[src/rtl/core/bms_pkg.sv]
`default_nettype none
// ----------------------------------------------------------------------------
// bms_pkg
// shared types, character codes and status codes of the bracket match scanner
// ----------------------------------------------------------------------------
package bms_pkg;

    localparam int OFFSET_W = 24;
    localparam int DEPTH_W  = 7;
    localparam int STATUS_W = 3;

    localparam logic [OFFSET_W-1:0] COUNT_MAX = {OFFSET_W{1'b1}};

    // closer codes held on the stack
    localparam logic [1:0] CODE_NONE    = 2'd0;
    localparam logic [1:0] CODE_BRACE   = 2'd1;
    localparam logic [1:0] CODE_PAREN   = 2'd2;
    localparam logic [1:0] CODE_BRACKET = 2'd3;

    // scan status codes
    localparam logic [STATUS_W-1:0] ST_SCANNING = 3'd0;
    localparam logic [STATUS_W-1:0] ST_MATCHED  = 3'd1;
    localparam logic [STATUS_W-1:0] ST_MISMATCH = 3'd2;
    localparam logic [STATUS_W-1:0] ST_NOTFOUND = 3'd3;
    localparam logic [STATUS_W-1:0] ST_OVERFLOW = 3'd4;

    // character codes
    localparam logic [7:0] CH_NEWLINE  = 8'h0A;
    localparam logic [7:0] CH_DQUOTE   = 8'h22;
    localparam logic [7:0] CH_SQUOTE   = 8'h27;
    localparam logic [7:0] CH_BSLASH   = 8'h5C;
    localparam logic [7:0] CH_STAR     = 8'h2A;
    localparam logic [7:0] CH_SLASH    = 8'h2F;
    localparam logic [7:0] CH_LBRACE   = 8'h7B;
    localparam logic [7:0] CH_RBRACE   = 8'h7D;
    localparam logic [7:0] CH_LPAREN   = 8'h28;
    localparam logic [7:0] CH_RPAREN   = 8'h29;
    localparam logic [7:0] CH_LBRACKET = 8'h5B;
    localparam logic [7:0] CH_RBRACKET = 8'h5D;

    // classified byte handed from front to back
    typedef struct packed {
        logic                start;
        logic [1:0]          push;
        logic [1:0]          close;
        logic                eob;
        logic [OFFSET_W-1:0] here;
    } t_item;

    // queue status seen by the input handshake and the back end
    typedef struct packed {
        logic full;
        logic valid;
    } t_q_status;

    function automatic logic [1:0] push_code(input logic [7:0] ch);
        logic [1:0] c;
        case (ch)
            CH_LBRACE:   c = CODE_BRACE;
            CH_LPAREN:   c = CODE_PAREN;
            CH_LBRACKET: c = CODE_BRACKET;
            default:     c = CODE_NONE;
        endcase
        return c;
    endfunction

    function automatic logic [1:0] close_code(input logic [7:0] ch);
        logic [1:0] c;
        case (ch)
            CH_RBRACE:   c = CODE_BRACE;
            CH_RPAREN:   c = CODE_PAREN;
            CH_RBRACKET: c = CODE_BRACKET;
            default:     c = CODE_NONE;
        endcase
        return c;
    endfunction

endpackage
`default_nettype wire

[src/rtl/core/bracket_match_scanner.sv]
`default_nettype none
// ----------------------------------------------------------------------------
// bracket_match_scanner
// forward scan for the closer matching a bracket, with quote/comment skipping
// ----------------------------------------------------------------------------
//  channel   direction  handshake                  payload
//  in        sink       i_in_valid / o_in_ready    start_scan, text_byte, end_of_buffer
//  out       source     o_out_valid / i_out_ready  scan_status, match_offset, nesting_depth
//  cfg       sink       i_cfg_valid / o_cfg_ready  skip_quotes_comments
//
//  one beat per cycle unless the output stalls; each result is registered after a queue slot
//  rate is set by the single stack push or pop per cycle in the back end
//  the stack top lives in a register, the rest in a ram with a one-cycle prefetch
//  reset is synchronous, active low; no clearing pass, stack entries are read only
//  after being pushed
//  either side may stall: a two-entry queue parts front and back, and a result
//  register holds the output beat until taken
// ----------------------------------------------------------------------------
module bracket_match_scanner
    import bms_pkg::*;
#(
    parameter int STACK_DEPTH = 128
) (
    input  wire logic                i_clk,
    input  wire logic                i_rst_n,
    // input beats
    input  wire logic                i_in_valid,
    output      logic                o_in_ready,
    input  wire logic                i_start_scan,
    input  wire logic [7:0]          i_text_byte,
    input  wire logic                i_end_of_buffer,
    // result beats
    output      logic                o_out_valid,
    input  wire logic                i_out_ready,
    output      logic [STATUS_W-1:0] o_scan_status,
    output      logic [OFFSET_W-1:0] o_match_offset,
    output      logic [DEPTH_W-1:0]  o_nesting_depth,
    // configuration beats
    input  wire logic                i_cfg_valid,
    output      logic                o_cfg_ready,
    input  wire logic                i_cfg_data
);

    // depth at which the scan stops with overflow
    localparam int DEPTH_LIMIT = (STACK_DEPTH - 1 < 127) ? STACK_DEPTH - 1 : 127;

    logic      r_skip_qc;
    logic      in_beat;
    logic      pop;
    t_item     front_item;
    t_item     head_item;
    t_q_status q_status;

    // configuration register, always ready
    assign o_cfg_ready = 1'b1;

    always_ff @(posedge i_clk) begin
        if (!i_rst_n) begin
            r_skip_qc <= 1'b1;
        end else if (i_cfg_valid) begin
            r_skip_qc <= i_cfg_data;
        end
    end

    // front takes a beat whenever the queue has room
    assign o_in_ready = !q_status.full;
    assign in_beat    = i_in_valid && o_in_ready;

    bms_front u_front (
        .i_clk           (i_clk),
        .i_rst_n         (i_rst_n),
        .i_beat          (in_beat),
        .i_skip_qc       (r_skip_qc),
        .i_start_scan    (i_start_scan),
        .i_text_byte     (i_text_byte),
        .i_end_of_buffer (i_end_of_buffer),
        .o_item          (front_item)
    );

    bms_queue u_queue (
        .i_clk    (i_clk),
        .i_rst_n  (i_rst_n),
        .i_push   (in_beat),
        .i_item   (front_item),
        .i_pop    (pop),
        .o_item   (head_item),
        .o_status (q_status)
    );

    bms_back #(
        .DEPTH_LIMIT (DEPTH_LIMIT)
    ) u_back (
        .i_clk           (i_clk),
        .i_rst_n         (i_rst_n),
        .i_q_status      (q_status),
        .i_item          (head_item),
        .o_pop           (pop),
        .o_out_valid     (o_out_valid),
        .i_out_ready     (i_out_ready),
        .o_scan_status   (o_scan_status),
        .o_match_offset  (o_match_offset),
        .o_nesting_depth (o_nesting_depth)
    );

    // a match always leaves the stack empty
    a_match_empty: assert property (@(posedge i_clk) disable iff (!i_rst_n)
        (o_out_valid && o_scan_status == ST_MATCHED) |-> (o_nesting_depth == '0))
        else $error("match reported with brackets still open");

    // offset is only carried by match and mismatch
    a_offset_zero: assert property (@(posedge i_clk) disable iff (!i_rst_n)
        (o_out_valid && o_scan_status != ST_MATCHED && o_scan_status != ST_MISMATCH)
        |-> (o_match_offset == '0))
        else $error("offset set on a status that carries none");

    // an accepted input beat is waiting in the queue on the next cycle
    a_beat_queued: assert property (@(posedge i_clk) disable iff (!i_rst_n)
        in_beat |=> q_status.valid)
        else $error("accepted input beat lost before the back end");

    // depth never passes the overflow limit
    a_depth_limit: assert property (@(posedge i_clk) disable iff (!i_rst_n)
        pop |=> (o_nesting_depth <= DEPTH_W'(DEPTH_LIMIT)))
        else $error("nesting depth beyond limit");

endmodule
`default_nettype wire

[src/rtl/core/bms_ram.sv]
`default_nettype none
// ----------------------------------------------------------------------------
// bms_ram
// generic single write port ram with one registered read port
// ----------------------------------------------------------------------------
module bms_ram #(
    parameter int WIDTH = 2,
    parameter int DEPTH = 127
) (
    input  wire logic                     i_clk,
    input  wire logic                     i_we,
    input  wire logic [$clog2(DEPTH)-1:0] i_waddr,
    input  wire logic [WIDTH-1:0]         i_wdata,
    input  wire logic [$clog2(DEPTH)-1:0] i_raddr,
    output      logic [WIDTH-1:0]         o_rdata
);

    logic [WIDTH-1:0] r_mem [DEPTH];

    always_ff @(posedge i_clk) begin
        if (i_we) begin
            r_mem[i_waddr] <= i_wdata;
        end
        o_rdata <= r_mem[i_raddr];
    end

endmodule
`default_nettype wire

[src/rtl/core/bms_front.sv]
`default_nettype none
// ----------------------------------------------------------------------------
// bms_front
// byte history, quote and comment tracking, offset count, byte classing
// ----------------------------------------------------------------------------
module bms_front
    import bms_pkg::*;
(
    input  wire logic       i_clk,
    input  wire logic       i_rst_n,
    input  wire logic       i_beat,
    input  wire logic       i_skip_qc,
    input  wire logic       i_start_scan,
    input  wire logic [7:0] i_text_byte,
    input  wire logic       i_end_of_buffer,
    output      t_item      o_item
);

    logic [7:0]          r_prev, n_prev;
    logic [7:0]          r_pprev, n_pprev;
    logic                r_in_quote, n_in_quote;
    logic                r_quote_kind, n_quote_kind;
    logic                r_in_comment, n_in_comment;
    logic [OFFSET_W-1:0] r_count, n_count;

    logic [7:0]          old_c, older_c, quote_c;
    logic                in_quote_e, quote_kind_e, in_comment_e, skip;
    logic [OFFSET_W-1:0] count_e;

    always_comb begin
        old_c        = i_start_scan ? CH_NEWLINE : r_prev;
        older_c      = i_start_scan ? CH_NEWLINE : r_pprev;
        in_quote_e   = i_start_scan ? 1'b0 : r_in_quote;
        quote_kind_e = i_start_scan ? 1'b0 : r_quote_kind;
        in_comment_e = i_start_scan ? 1'b0 : r_in_comment;
        count_e      = i_start_scan ? '0 : r_count;
        quote_c      = quote_kind_e ? CH_SQUOTE : CH_DQUOTE;

        n_in_quote   = in_quote_e;
        n_quote_kind = quote_kind_e;
        n_in_comment = in_comment_e;
        skip         = 1'b0;

        if (i_skip_qc) begin
            if (in_quote_e) begin
                // a doubled backslash does not escape the quote
                if (i_text_byte == quote_c && (old_c != CH_BSLASH || older_c == CH_BSLASH)) begin
                    n_in_quote = 1'b0;
                end
                skip = 1'b1;
            end else if (in_comment_e) begin
                if (i_text_byte == CH_SLASH && old_c == CH_STAR) begin
                    n_in_comment = 1'b0;
                end
                skip = 1'b1;
            end else if ((i_text_byte == CH_DQUOTE || i_text_byte == CH_SQUOTE)
                         && old_c != CH_BSLASH) begin
                n_in_quote   = 1'b1;
                n_quote_kind = (i_text_byte == CH_SQUOTE);
                skip         = 1'b1;
            end else if (i_text_byte == CH_STAR && old_c == CH_SLASH) begin
                n_in_comment = 1'b1;
                skip         = 1'b1;
            end
        end

        n_prev  = i_text_byte;
        n_pprev = old_c;
        n_count = (count_e < COUNT_MAX) ? count_e + 1'b1 : count_e;

        o_item.start = i_start_scan;
        o_item.push  = skip ? CODE_NONE : push_code(i_text_byte);
        o_item.close = skip ? CODE_NONE : close_code(i_text_byte);
        o_item.eob   = i_end_of_buffer;
        o_item.here  = count_e;
    end

    always_ff @(posedge i_clk) begin
        if (!i_rst_n) begin
            r_prev       <= CH_NEWLINE;
            r_pprev      <= CH_NEWLINE;
            r_in_quote   <= 1'b0;
            r_quote_kind <= 1'b0;
            r_in_comment <= 1'b0;
            r_count      <= '0;
        end else if (i_beat) begin
            r_prev       <= n_prev;
            r_pprev      <= n_pprev;
            r_in_quote   <= n_in_quote;
            r_quote_kind <= n_quote_kind;
            r_in_comment <= n_in_comment;
            r_count      <= n_count;
        end
    end

endmodule
`default_nettype wire

[src/rtl/core/bms_queue.sv]
`default_nettype none
// ----------------------------------------------------------------------------
// bms_queue
// two entry queue of classified bytes between front and back
// ----------------------------------------------------------------------------
module bms_queue
    import bms_pkg::*;
(
    input  wire logic i_clk,
    input  wire logic i_rst_n,
    input  wire logic i_push,
    input  wire t_item i_item,
    input  wire logic i_pop,
    output      t_item o_item,
    output      t_q_status o_status
);

    t_item      r_slot [2];
    logic       r_head, n_head;
    logic       r_tail, n_tail;
    logic [1:0] r_fill, n_fill;

    always_comb begin
        n_head = i_pop  ? ~r_head : r_head;
        n_tail = i_push ? ~r_tail : r_tail;
        n_fill = r_fill + {1'b0, i_push} - {1'b0, i_pop};
        o_item         = r_slot[r_head];
        o_status.full  = (r_fill == 2'd2);
        o_status.valid = (r_fill != 2'd0);
    end

    always_ff @(posedge i_clk) begin
        if (!i_rst_n) begin
            r_head <= 1'b0;
            r_tail <= 1'b0;
            r_fill <= '0;
        end else begin
            r_head <= n_head;
            r_tail <= n_tail;
            r_fill <= n_fill;
        end
    end

    always_ff @(posedge i_clk) begin
        if (i_push) begin
            r_slot[r_tail] <= i_item;
        end
    end

endmodule
`default_nettype wire

[src/rtl/core/bms_back.sv]
`default_nettype none
// ----------------------------------------------------------------------------
// bms_back
// closer stack with cached top, depth count, scan decision, result register
// ----------------------------------------------------------------------------
module bms_back
    import bms_pkg::*;
#(
    parameter int DEPTH_LIMIT = 127
) (
    input  wire logic                i_clk,
    input  wire logic                i_rst_n,
    input  wire t_q_status           i_q_status,
    input  wire t_item               i_item,
    output      logic                o_pop,
    output      logic                o_out_valid,
    input  wire logic                i_out_ready,
    output      logic [STATUS_W-1:0] o_scan_status,
    output      logic [OFFSET_W-1:0] o_match_offset,
    output      logic [DEPTH_W-1:0]  o_nesting_depth
);

    localparam int RAM_AW = $clog2(DEPTH_LIMIT);
    localparam logic [DEPTH_W-1:0] LIMIT = DEPTH_W'(DEPTH_LIMIT);

    logic [DEPTH_W-1:0]  r_depth, n_depth;
    logic                r_done, n_done;
    logic [1:0]          r_top, n_top;
    logic                r_out_valid, n_out_valid;
    logic [STATUS_W-1:0] r_status, n_status;
    logic [OFFSET_W-1:0] r_offset, n_offset;
    logic                r_byp;
    logic [1:0]          r_byp_data;

    logic [DEPTH_W-1:0]  depth_e, wr_full, rd_full;
    logic                done_e, wr_en;
    logic [RAM_AW-1:0]   wr_addr, rd_addr;
    logic [1:0]          ram_rdata, second;

    always_comb begin
        o_pop   = i_q_status.valid && (!r_out_valid || i_out_ready);
        depth_e = i_item.start ? '0 : r_depth;
        done_e  = i_item.start ? 1'b0 : r_done;
        second  = r_byp ? r_byp_data : ram_rdata;

        n_depth  = r_depth;
        n_done   = r_done;
        n_top    = r_top;
        n_status = r_status;
        n_offset = r_offset;
        wr_en    = 1'b0;
        wr_full  = depth_e - 1'b1;

        if (o_pop) begin
            n_depth  = depth_e;
            n_done   = done_e;
            n_status = ST_SCANNING;
            n_offset = '0;
            if (!done_e) begin
                if (i_item.push != CODE_NONE) begin
                    // old top spills to ram below the new top
                    wr_en   = (depth_e != '0);
                    n_top   = i_item.push;
                    n_depth = depth_e + 1'b1;
                    if (n_depth >= LIMIT) begin
                        n_status = ST_OVERFLOW;
                    end
                end else if (i_item.close != CODE_NONE && depth_e != '0) begin
                    n_depth = depth_e - 1'b1;
                    n_top   = second;
                    if (r_top != i_item.close) begin
                        n_status = ST_MISMATCH;
                        n_offset = i_item.here;
                    end else if (n_depth == '0) begin
                        n_status = ST_MATCHED;
                        n_offset = i_item.here;
                    end
                end
                if (n_status == ST_SCANNING && i_item.eob) begin
                    n_status = ST_NOTFOUND;
                end
                n_done = (n_status != ST_SCANNING);
            end
        end

        // prefetch the entry under the next top
        rd_full = n_depth - 2'd2;
        wr_addr = wr_full[RAM_AW-1:0];
        rd_addr = rd_full[RAM_AW-1:0];

        n_out_valid = o_pop || (r_out_valid && !i_out_ready);
    end

    bms_ram #(
        .WIDTH (2),
        .DEPTH (DEPTH_LIMIT)
    ) u_stack (
        .i_clk   (i_clk),
        .i_we    (wr_en),
        .i_waddr (wr_addr),
        .i_wdata (r_top),
        .i_raddr (rd_addr),
        .o_rdata (ram_rdata)
    );

    always_ff @(posedge i_clk) begin
        if (!i_rst_n) begin
            r_depth     <= '0;
            r_done      <= 1'b0;
            r_out_valid <= 1'b0;
            r_byp       <= 1'b0;
        end else begin
            r_depth     <= n_depth;
            r_done      <= n_done;
            r_out_valid <= n_out_valid;
            r_byp       <= wr_en && (wr_addr == rd_addr);
        end
    end

    always_ff @(posedge i_clk) begin
        r_top      <= n_top;
        r_status   <= n_status;
        r_offset   <= n_offset;
        r_byp_data <= r_top;
    end

    assign o_out_valid     = r_out_valid;
    assign o_scan_status   = r_status;
    assign o_match_offset  = r_offset;
    assign o_nesting_depth = r_depth;

endmodule
`default_nettype wire

[config.mk]
export PLATFORM = sky130hd
export DESIGN_NAME = bracket_match_scanner
export DESIGN_NICKNAME = d
export VERILOG_FILES = /design/src/rtl/core/bms_pkg.sv /design/src/rtl/core/bracket_match_scanner.sv /design/src/rtl/core/bms_ram.sv /design/src/rtl/core/bms_front.sv /design/src/rtl/core/bms_queue.sv /design/src/rtl/core/bms_back.sv
export SDC_FILE = /design/constraint.sdc
export NUM_CORES = 1
export LEC_CHECK = 0
export ABC_AREA = 0
export BUFFER_PORTS_ARGS = -buffer_cell sky130_fd_sc_hd__buf_2
export CAP_MARGIN = 20
export CORE_MARGIN = 2
export CORE_UTILIZATION = 25
export DETAILED_ROUTE_END_ITERATION = 7
export PLACE_DENSITY = 0.47
export SYNTH_ARGS = -nofsm -noshare
export SYNTH_HDL_FRONTEND = slang
export SYNTH_SLANG_ARGS = --single-unit
[constraint.sdc]
create_clock -name i_clk -period 11.7 [get_ports i_clk]
set_clock_uncertainty 0.05 [all_clocks]
set_input_delay 2.925 -clock i_clk [delete_from_list [all_inputs] [get_ports i_clk]]
set_output_delay 2.925 -clock i_clk [all_outputs]
set_load 0.05 [all_outputs]
After elaboration in Yosys (flattened, before gate mapping)
Memories as Yosys holds them, arrays and structs flattened. A register that Yosys moved wholly into a read port is not among the register bits.
Cells that the tools add are included.
- $add $sub $neg: 6
- $lt $le $gt $ge: 2
- equal/unequal tests: 18
- mux-type cells: 62
- bitwise operators: 4
- reductions and logical operators: 27
- operators by type and width (cell ; number):
    $mux 24 ; 4
    $eq 8x6->1 const B ; 8
    $eq 8x7->1 const B ; 5
    $mux 7 ; 5
    $mux 1 ; 34
    $mux 3 ; 10
    $add 24x1->24 const B ; 1
    $lt 24x24->1 const B ; 1
    $mux 8 ; 2
    $pmux 2 s3 ; 2
    $logic_and 1x1->1 ; 10
    $mux 2 ; 5
    $eq 8x8->1 ; 1
    $ne 8x7->1 const B ; 1
    $reduce_bool 2->1 ; 4
    $add 7x1->7 const B ; 1
    $eq 7x7->1 ; 1
    $ge 7x7->1 const B ; 1
    $logic_not 7->1 ; 1
    $reduce_bool 7->1 ; 1
    $sub 7x1->7 const B ; 1
    $sub 7x2->7 const B ; 1
    $logic_or 1x1->1 ; 4
    $not 1->1 ; 4
    other kinds (9) ; 11
- bits in registers: 89
- RAM bits: 314
- input port bits: 16
- output and inout port bits: 37
- logic and storage cells: 139
- memories kept: 2
- memory list (memory ; depth ; width ; read ports ; clocked after Yosys merged registers in ; write ports ; line ; text):
    u_back.u_stack.r_mem ; 127 ; 2 ; 1 ; 1 ; 1 ; bms_ram.sv:18 ; logic [WIDTH-1:0] r_mem [DEPTH];
    u_queue.r_slot ; 2 ; 30 ; 1 ; 1 ; 1 ; bms_queue.sv:18 ; t_item r_slot [2];

Longest topological paths before layout
Gate-level depths: netlist of the first run.
- word-level depth: 16
- gate-level depth with buffers: 23
- depth with buffers taken out: 18

By module
A second synthesis of the first run with hierarchy kept.
- cell total of the unflattened synthesis: 1353
- area, all modules: 18606.6 um^2
- by module, submodules not included (module ; times used ; cells each ; area each (um^2) ; seq. area each (um^2)):
    bms_ram ; 1 ; 665 ; 10835.4 ; 7667.4
    bms_front ; 1 ; 324 ; 2696.3 ; 860.8
    bms_queue ; 1 ; 114 ; 2513.7 ; 1901.8
    bms_back ; 1 ; 243 ; 2506.2 ; 1111.1
    bracket_match_scanner ; 1 ; 7 ; 55.1 ; 20.0

Worst setup path after synthesis of the first run
Ideal clock, no wire load.
- path kind: input port to flip-flop
- start point: in i_out_ready
- end point: reg u_back.u_stack.o_rdata[0] (read register of u_back.u_stack.r_mem)
- setup time: 0.131 ns
- data arrival time: 6.149 ns
- required time: 11.519 ns
- setup slack: 5.370 ns
- stages: 16
- path buffers: 3
- cell sequence: nand2b_1 nand2_1 o311ai_0 o32a_2 nand2_4 inv_2 buf_6 buf_4 ha_1 inv_1 clkbuf_1 mux4_2 a211oi_1 o21ai_0 a311oi_1 a211oi_2
- cells in the longest elaborated chain, start to end: 4
- RTL lines (item ; line ; text):
    from (decl) ; bracket_match_scanner.sv:34 ; input wire logic i_out_ready,
    $logic_or 1x1->1 ; bms_back.sv:41 ; o_pop = i_q_status.valid && (!r_out_valid || i_out_ready);
    $logic_and 1x1->1 ; bms_back.sv:41 ;
    $mux 7 ; bms_back.sv:54 ; if (o_pop) begin
    $sub 7x2->7 ; bms_back.sv:87 ; rd_full = n_depth - 2'd2;
    to (decl) ; bms_ram.sv:15 ; output logic [WIDTH-1:0] o_rdata
No other way between the ends.
A chain may end at the register's enable or synchronous reset.

Worst setup path in the final report of the first run
- start point: in i_out_ready
- end point: reg u_back.u_stack.o_rdata[1] (read register of u_back.u_stack.r_mem)
The elaborated chain is that of the path after synthesis.

==> impl_metrics.ini, run 1 <==
[timing]
setup_viol = 0
max_slew_margin_pct = 18.26
tns_ps = 0
period_minus_slack_ps = 7580
fmax_mhz = 131.9
finalHoldViolCount = 0
worst_pin_slew_ps = 1226
fin_crit_sh_pct = 64.78
rsz0062_at_grt = no
maxSlewViolCount = 0

[clocking]
root_buffer = clkbuf_16
cts_setup_buffers = 0
clkTransAtPathRegs_ps = 60
numCtsBuffers = 42
clockBufferDepth = 3
insertion_delay_ps = 560
cts_resized = 0
htreeDepth = 2
cts_sinks = 406
cts_tree = yes
cts_hold_buf = 0

[global_routing]
use_met2_pct = 20.73
antenna_found_initial = 2
met1_usage_pct = 17.96
grt_pass1_vias = 11790
gr-usage-all-layers_pct = 13.03
gr-total-overflow = 0
busiest_layer = met2
grt_pass1_wl_um = 74710
met3_usage_pct = 2.237
grt_max_degree = 84

[logic_synthesis]
synth_sequential_area_ratio_pct = 63.56
ys_top_cells_by_area = edfxtp_1, dfxtp_1, mux2i_1
yosysTopAreaCellShare_pct = 56.62
synth-async-reset-ratio_pct = 0
synth_nets = 1485
yosysWarningCount = 0
yosys.cell_types.count = 86
synthCells = 1460
synth_flop_cell = edfxtp_1
avgSynthCellArea_um2 = 12.46
synth-edff-count = 343
yosysTopAreaCell = edfxtp_1
ys_ff_latch = 406
synth_area_um2 = 18190

[floorplan]
row_count = 98
core_region_area_um2 = 71730
fp.dieW_um = 273.7
initial_core_util_pct = 25.36
dieArea_um2 = 74930
io_pins = 53
die_h_um = 273.7

[power_and_ir_drop]
ir_drop_mv = 0.1683
total_power_uw = 6410
leakage_uw = 0.006907
p_per_area_nw_per_um2 = 305.5

[outcome]
outcome = complete, no violations

[final_layout]
antenna_cells = 0
final_util_pct = 29.25
layout-drive-gt1-share_pct = 14.04
nets = 1537
area_growth_syn_to_layout_pct = 15.34

[placed_design]
dp_hpwl_um = 31810
routabilityCongestion = 0.8441
port_buffers = 51

[worst_setup_path]
crit_type = input pin to register
startpoint_type = input pin
arrival_ps = 7960
required_ps = 12080
critPathCaptureType = register
crit_fanout = 34

[run]
cap_viol_max_count = 0

[routing]
via_per_inst = 4.766
wirelength_um = 48970
final_antenna_net_count = 0
avgRoutedWirePerCell_um = 19.62
drc = 0
via_count = 11900
first_pass_iters = 5
drt_iter0_drc = 1057

[min_path]
hold_path_class = register to register
-- cells by family after synthesis --
logic type,count (synthesis),share of synthesized area [%]
muxes,118,8.062
other,1,0.02062
xor gates and xnor gates,35,1.809
adders and majority gates,9,0.6191
and+or+nand+nor,610,15.97
DFF,406,63.56
buffers and inverters,95,2.538
AOI/OAI and AO/OA,186,7.422
-- state kept, by name (all words and copies together) (netlist names), 3 cells and up, named ones only --
| signal | count |
|---|---|
| u_front.r_count | 24 |
| u_back.u_stack.r_mem | 254 |
| u_back.o_nesting_depth | 7 |
| u_front.r_prev | 8 |
| u_back.o_match_offset | 24 |
| u_back.o_scan_status | 3 |
| u_queue.r_slot | 60 |
| u_front.r_pprev | 8 |
-- stage by stage --
stage               instance area [um2]  setup WS (ps)  hold slack [ps]  cells
floorplan                         18190           5370            386.4   1460
global placement                  19480           3855            398.8   2417
detailed placement                19500           3526            407.5   2418
CTS                               20980           4123            413.9   2496
global route                      20980           3692            442.4   2496
finish                            20980           4120            411.6   2496
-- metal layers --
metal	up-vias	wire [um]
li1	5509	-
met1	5938	22480
met2	371	22460
met3	74	2689
met4	4	1311
met5	-	26
-- cell usage after synthesis, types with 11 or more instances --
library cell	n
nand2_1	187
nor2b_1	37
buf_2	12
nor3_1	21
edfxtp_1	343
nand3_1	45
mux2i_1	88
inv_1	19
and2_1	34
nand3b_1	11
a21boi_0	19
a32oi_1	14
dfxtp_1	63
o21ai_0	31
clkbuf_1	44
and3_1	11
xor2_1	11
a21oi_1	26
nor2_1	195
mux4_2	20
xnor2_1	21
-- path summary, 6_finish.rpt --
path                                          from  slack [ps]  cells past startpoint                        end
worst max-delay path                   i_out_ready        4120                     17  u_back.u_stack.o_rdata[1]
worst min register to register  u_front.r_pprev[7]         410                      2         u_front.r_pprev[7]
worst min-delay path            u_front.r_pprev[7]         410                      2         u_front.r_pprev[7]
worst max register to register            register        4840                     19  u_back.u_stack.o_rdata[1]
-- final cells by class --
class,instances,area [um2]
clock buffer,47,1101
clock inverter,31,380.4
fill,7336,50750
inverter,20,75.07
multi-input combinational,959,6170
sequential,406,11560
tap,950,1189
timing repair buffer,83,503.0
-- where the power goes --
part / leakage, uW / switching (uW) / internal, uW
registers: 0.00364 / 66.7 / 1800
clock network: 0.000712 / 577 / 841
logic: 0.00256 / 2110 / 1020
total: 0.00691 / 2750 / 3660
-- worst max-delay path: stages --
cell	delay, ps
buf_2	90
nand2b_1	190
nand2_1	410
o311ai_0	630
o32a_2	260
nand2_4	290
inv_2	560
ha_1	200
buf_4	280
inv_1	330
buf_4	310
nor2_2	480
nand3_1	170
a31o_2	270
a32o_1	260
o2111ai_1	180
o21ai_1	90
-- cells in the final DEF (no fill, tap or decap), types with 9 or more instances in the layout --
master,count
a21boi_0,19
inv_1,19
nor2b_1,37
nor3_1,21
nand3_1,45
nor2_1,194
mux2i_1,88
nand2_1,187
a32oi_1,14
a21oi_1,26
buf_4,31
nand4_1,9
clkbuf_16,43
xor2_1,11
ha_1,9
o21ai_0,31
dfxtp_1,62
and3_1,11
buf_2,51
xnor2_1,21
mux4_2,20
nand3b_1,11
edfxtp_1,343
and2_1,34
No activity file was read; power rests on OpenSTA's default activity.
==> run 2: changes to the inputs <==
--- a/config.mk
+++ b/config.mk
@@ -5,7 +5,7 @@
 export SDC_FILE = /design/constraint.sdc
 export NUM_CORES = 1
 export LEC_CHECK = 0
-export ABC_AREA = 0
+export ABC_AREA = 1
 export BUFFER_PORTS_ARGS = -buffer_cell sky130_fd_sc_hd__buf_2
 export CAP_MARGIN = 20
 export CORE_MARGIN = 2
==> constraint.sdc (replaced) <==
create_clock -name i_clk -period 7.05 [get_ports i_clk]
set_clock_uncertainty 0.05 [all_clocks]
set_input_delay 1.7625 -clock i_clk [delete_from_list [all_inputs] [get_ports i_clk]]
set_output_delay 1.7625 -clock i_clk [all_outputs]
set_load 0.05 [all_outputs]
==> run 2 against run 1 <==
Effect of this change: wire length is 3.7% higher; global-route usage increased by 0.065 points; worst setup slack lost 1900 ps; clock power is 75% higher; non-clock buffer count fell by 8; critical path depth is 8 higher.
==> impl_metrics.ini, run 2 <==
[outcome]
outcome = complete, no violations

[floorplan]
initial_core_util_pct = 25.32
dieArea_um2 = 76330
core_region_area_um2 = 73210
fp.dieW_um = 276.3
io_pins = 53
row_count = 99
die_h_um = 276.3

[placed_design]
port_buffers = 51
dp_hpwl_um = 30640
dpl_cell_area_um2 = 19760
routabilityCongestion = 0.8259

[global_routing]
grt_pass1_vias = 13580
gr-usage-all-layers_pct = 13.10
grt_max_degree = 72
gr-total-overflow = 0
grt_pass1_wl_um = 78670
antenna_found_initial = 0

[timing]
tns_ps = 0
maxSlewViolCount = 0
setup_viol = 0
period_minus_slack_ps = 4795
timing.hold.ws_ps = 413.5
worst_pin_slew_ps = 1099
fmax_mhz = 208.6
max_slew_margin_pct = 26.64
fin_crit_sh_pct = 68.01
finalHoldViolCount = 0
rsz0062_at_grt = no

[power_and_ir_drop]
internal_power_uw = 5814
netSwitchingFraction_pct = 46.35
leakage_uw = 0.007969
power.net_switching_uw = 5024
ir_drop_mv = 0.9999
seqPwrFrac_pct = 29.0
p_per_area_nw_per_um2 = 508.1
combPwrFrac_pct = 48.1
p_clk_share_pct = 22.9

[worst_setup_path]
crit_family = simple AND/OR/NAND/NOR gates
crit_fanout = 53
cpMaxStageDelayCell = inv_2
slowest_delay_ps = 980
critPathCaptureType = register
required_ps = 7540
reg2reg_setup_slack_ps = 2260
arrival_ps = 5280
crit_top_cell = nand2_1
r2r-end = u_back.u_stack.o_rdata[0]
crit_type = register to register
critPathBufInv = 4
reg2reg_depth = 25
startpoint_type = register

[final_layout]
reg_top3 = u_back.u_stack.r_mem x254, u_queue.r_slot x60
antenna_cells = 0
area_growth_syn_to_layout_pct = 15.08
nets = 2006
layout_commonest_cell = nand2_1
max_flop_register = u_back.u_stack.r_mem
largest_register_ffs = 254
design_area_um2 = 21330
final_util_pct = 29.14
final_cell_mix = nand2_1, edfxtp_1, nor2_1
fillCellCount = 7631
layout-drive-gt1-share_pct = 8.821

[clocking]
cts_setup_buffers = 0
clockBufferDepth = 3
clkTransAtPathRegs_ps = 60
cts_tree = yes
cts_sinks = 406
root_buffer = clkbuf_16
cts_hold_buf = 0
cts_resized = 0
htreeDepth = 2
insertion_delay_ps = 590
numCtsBuffers = 46

[min_path]
hp-start = u_queue.r_head
hold_path_end = u_queue.r_head
hold_depth = 1
hold_path_class = register to register

[logic_synthesis]
synth_nets = 1972
muxShareOfSynthArea_pct = 0.2700
synth_xor_area_share_pct = 1.033
synth_top_family_by_area = simple AND/OR/NAND/NOR gates
yosys.area_share.simple_pct = 26.17
ys_top_cells_by_area = edfxtp_1, nand2_1, dfxtp_1
yosys.cell_types.count = 44
ys_ff_latch = 406
yosysWarningCount = 0
synth-async-reset-ratio_pct = 0
synth_sequential_area_ratio_pct = 62.38
yosysTopAreaCellShare_pct = 55.57
synth_flop_cell = edfxtp_1
synth_area_um2 = 18530
yosysMostFrequentCell = nand2_1
synth-compound-area-share_pct = 3.780
synth_fa_ha_area_share_pct = 0.6076
avgSynthCellArea_um2 = 9.519
synthCells = 1947
ys_top_cells_by_count = nand2_1, edfxtp_1, nor2_1
yosysTopAreaCell = edfxtp_1
synth-edff-count = 343

[routing]
drc = 0
final_antenna_net_count = 0
drt_iter0_drc = 978
via_count = 13590
avgRoutedWirePerCell_um = 17.06
wirelength_um = 50780
first_pass_iters = 5
via_per_inst = 4.566

[run]
cap_viol_max_count = 0
## run 2: through the flow
| stage | setup slack (ps) | power, uW | instances |
|---|---|---|---|
| 2_1_floorplan | 1670 | 6825 | 1947 |
| 3_3_place_gp | 1821 | 8428 | 2891 |
| 3_5_place_dp | 1774 | 8432 | 2892 |
| 4_1_cts | 2152 | 10940 | 2977 |
| 5_1_grt | 1771 | 11580 | 2977 |
| 6_report | 2255 | 10840 | 2977 |
## run 2: logic make-up after synthesis
logic type / after synthesis
fa+ha+maj: 9
mux: 5
xor+xnor: 21
flops: 406
other cells: 1
compound gates: 130
simple gates: 1119
buf+inv: 256
## run 2: final cells by class
| class | count | area [um2] | area share, % |
|---|---|---|---|
| Sequential cell | 406 | 11560 | 54.20 |
| Multi-Input combinational cell | 1285 | 5924 | 27.78 |
| Clock buffer | 66 | 1287 | 6.036 |
| Tap cell | 959 | 1200 | 5.626 |
| Inverter | 167 | 628.1 | 2.945 |
| Timing Repair Buffer | 75 | 442.9 | 2.077 |
| Clock inverter | 19 | 285.3 | 1.337 |
## run 2: routing by layer
metal | share of wire, % | global-route usage [%] | vias to the layer above
li1 | - | - | 6591
met1 | 45 | 17.47 | 6591
met2 | 46 | 21.70 | 333
met3 | 6.0 | 2.510 | 78
met4 | 2.3 | 3.559 | 0
met5 | 0 | 0 | -
## run 2: worst max-delay path by stage
stage,startpoint,end,cells past startpoint
2_1_floorplan,i_out_ready,u_back.u_stack.o_rdata[1],23
3_3_place_gp,i_out_ready,u_back.u_stack.o_rdata[0],24
3_5_place_dp,i_out_ready,u_back.u_stack.o_rdata[0],20
4_1_cts,register,u_back.u_stack.o_rdata[0],25
5_1_grt,register,u_back.u_stack.o_rdata[0],25
6_report,register,u_back.u_stack.o_rdata[0],25
## run 2: power groups by stage
stage	Sequential [uW]	Clock, uW	Combinational, uW
after global routing	3160	2630	5790
after floorplan	3580	0	3240
final	3140	2480	5210
after global placement	3190	0	5240
after detailed placement	3190	0	5240
after CTS	3140	2540	5260
==> run 3: changes to the inputs <==
--- a/config.mk
+++ b/config.mk
@@ -5,13 +5,13 @@
 export SDC_FILE = /design/constraint.sdc
 export NUM_CORES = 1
 export LEC_CHECK = 0
-export ABC_AREA = 1
+export ABC_AREA = 0
 export BUFFER_PORTS_ARGS = -buffer_cell sky130_fd_sc_hd__buf_2
 export CAP_MARGIN = 20
 export CORE_MARGIN = 2
 export CORE_UTILIZATION = 25
 export DETAILED_ROUTE_END_ITERATION = 7
-export PLACE_DENSITY = 0.47
+export PLACE_DENSITY = 0.48
 export SYNTH_ARGS = -nofsm -noshare
 export SYNTH_HDL_FRONTEND = slang
 export SYNTH_SLANG_ARGS = --single-unit
==> constraint.sdc (replaced) <==
create_clock -name i_clk -period 3.9 [get_ports i_clk]
set_clock_uncertainty 0.05 [all_clocks]
set_input_delay 0.975 -clock i_clk [delete_from_list [all_inputs] [get_ports i_clk]]
set_output_delay 0.975 -clock i_clk [all_outputs]
set_load 0.05 [all_outputs]
==> run 3 against run 2 <==
Effect of this change: worst setup slack got worse by 2100 ps; clock-buffer cell count decreased by 6; fmax increased by 27%; sequential share of layout area decreased by 1.9 points; worst hold slack got worse by 1.2 ps; non-clock buffer count increased by 124; sequential power increased by 77%; cell area increased by 3.7%; critical endpoint unchanged; total power increased by 100%; global-route usage increased by 0.27 points; largest power group unchanged.
==> impl_metrics.ini, run 3 (synthesized netlist as in run 1, its figures left out) <==
[worst_setup_path]
slowest_delay_ps = 430
critPathCaptureType = register
crit_type = register to register
required_ps = 4270
arrival_ps = 4160
path_cells = mux2i_4 > and2_4 > inv_4 > ha_4 > nor2b_4 > a22o_4 > nor4_4 > o32a_2 > nand2_4 > inv_2 > ha_4 > inv_6 > buf_4 > mux4_2 > a21oi_1 > nand3_1 > a31oi_1 > a211oi_2
crit_top_cell = ha_4
cpMaxStageDelayCell = edfxtp_1
crit_fanout = 9
startpoint_type = register
critPathBufInv = 4
crit_family = compound AO/OA/AOI/OAI gates

[timing]
maxSlewViolCount = 0
fin_crit_sh_pct = 97.19
period_minus_slack_ps = 3790
fmax_mhz = 263.8
setup_ws_ps = 109.7
rsz0062_at_grt = yes
timing.hold.ws_ps = 412.3
worst_pin_slew_ps = 754.5
max_slew_margin_pct = 49.70
setup_viol = 0
finalHoldViolCount = 0

[min_path]
hold_path_class = register to register

[routing]
avgRoutedWirePerCell_um = 19.31
wirelength_um = 50410
via_per_inst = 4.691
drt_iter0_drc = 879
final_antenna_net_count = 0
drc = 0
via_count = 12250
first_pass_iters = 5

[power_and_ir_drop]
combPwrFrac_pct = 56.1
leakage_uw = 0.007534
power.net_switching_uw = 9032
seqPwrFrac_pct = 25.5
netSwitchingFraction_pct = 41.37
ir_drop_mv = 0.5646
p_clk_share_pct = 18.4
internal_power_uw = 12800
p_per_area_nw_per_um2 = 986.7
total_power_uw = 21830

[final_layout]
max_flop_register = u_back.u_stack.r_mem
fillCellCount = 7292
final_cell_mix = edfxtp_1, nor2_1, nand2_1
nets = 1653
area_growth_syn_to_layout_pct = 21.63
antenna_cells = 0
reg_top3 = u_back.u_stack.r_mem x254, u_queue.r_slot x60
layout-drive-gt1-share_pct = 21.31
final_util_pct = 30.84
regArea_um2 = 11560
layout_commonest_cell = edfxtp_1
largest_register_ffs = 254
multi_input_area_um2 = 6370

[floorplan]
row_count = 98
core_region_area_um2 = 71730
io_pins = 53
fp.dieW_um = 273.7
die_h_um = 273.7
initial_core_util_pct = 25.36
dieArea_um2 = 74930

[clocking]
clkTransAtPathRegs_ps = 60
root_buffer = clkbuf_16
cts_tree = yes
htreeDepth = 2
insertion_delay_ps = 550
cts_hold_buf = 0
numCtsBuffers = 42
cts_sinks = 406
clockBufferDepth = 3

[global_routing]
gr-total-overflow = 0
grt_max_degree = 74
gr-usage-all-layers_pct = 13.37
antenna_found_initial = 1
grt_pass1_wl_um = 76850
grt_pass1_vias = 12350

[placed_design]
dp_hpwl_um = 34320
routabilityCongestion = 0.8204
port_buffers = 51
dp_slack_ps = -177.1

[outcome]
outcome = complete, no violations

[run]
cap_viol_max_count = 0
run 3: path summary, 6_finish.rpt:
check	end	start	slack, ps	cells after the start
hold reg to reg	u_front.r_pprev[0]	u_front.r_pprev[0]	410	2
setup / recovery	u_back.u_stack.o_rdata[0]	u_queue.r_slot[0][29]	110	18
setup reg to reg	u_back.u_stack.o_rdata[0]	u_queue.r_slot[0][29]	110	18
hold / removal	u_front.r_pprev[0]	u_front.r_pprev[0]	410	2
run 3: metal layers:
metal	part of all wire [%]	GRT usage [%]	routed length, um
met3	4.5	1.895	2277
met2	48	22.36	24200
met4	2.4	3.825	1227
met5	0.028	0	14
met1	45	17.97	22690
run 3: worst min-delay path, delay by kind of cell (launching register included):
family           cells  cell delay (ps)
flip-flops           1              310
AO/OA/AOI/OAI        1               60
AND/OR/NAND/NOR      1               50
run 3: power by group through the flow:
stage / Sequential [uW] / Clock [uW] / Combinational [uW]
after global routing: 5590 / 4300 / 13100
after global placement: 5650 / 0 / 11700
after detailed placement: 5660 / 0 / 11800
final: 5560 / 4030 / 12200
after CTS: 5560 / 4140 / 11900
after floorplan: 6290 / 0 / 6310
run 3: metrics by stage:
step                area, um2  TNS [ps]  cells
floorplan               18320    -253.3   1460
global placement        20560    -337.8   2527
detailed placement      20560    -434.1   2527
CTS                     21960         0   2604
global route            22130    -114.4   2611
finish                  22130         0   2611
run 3: cell type report:
class                      instances  area share [%]
clock buffer                      60           5.423
clock inverter                    17          0.7748
inverter                          20          0.3732
multi-input combinational        959           28.79
sequential                       406           52.26
tap                              950           5.372
timing repair buffer             199           7.001
run 3: repair_timing:
item | in CTS | in global routing
setup endpoints to repair | 3 | 3
pin swaps | 0 | 8
buffers inserted | 0 | 7
resized for setup | 3 | 23
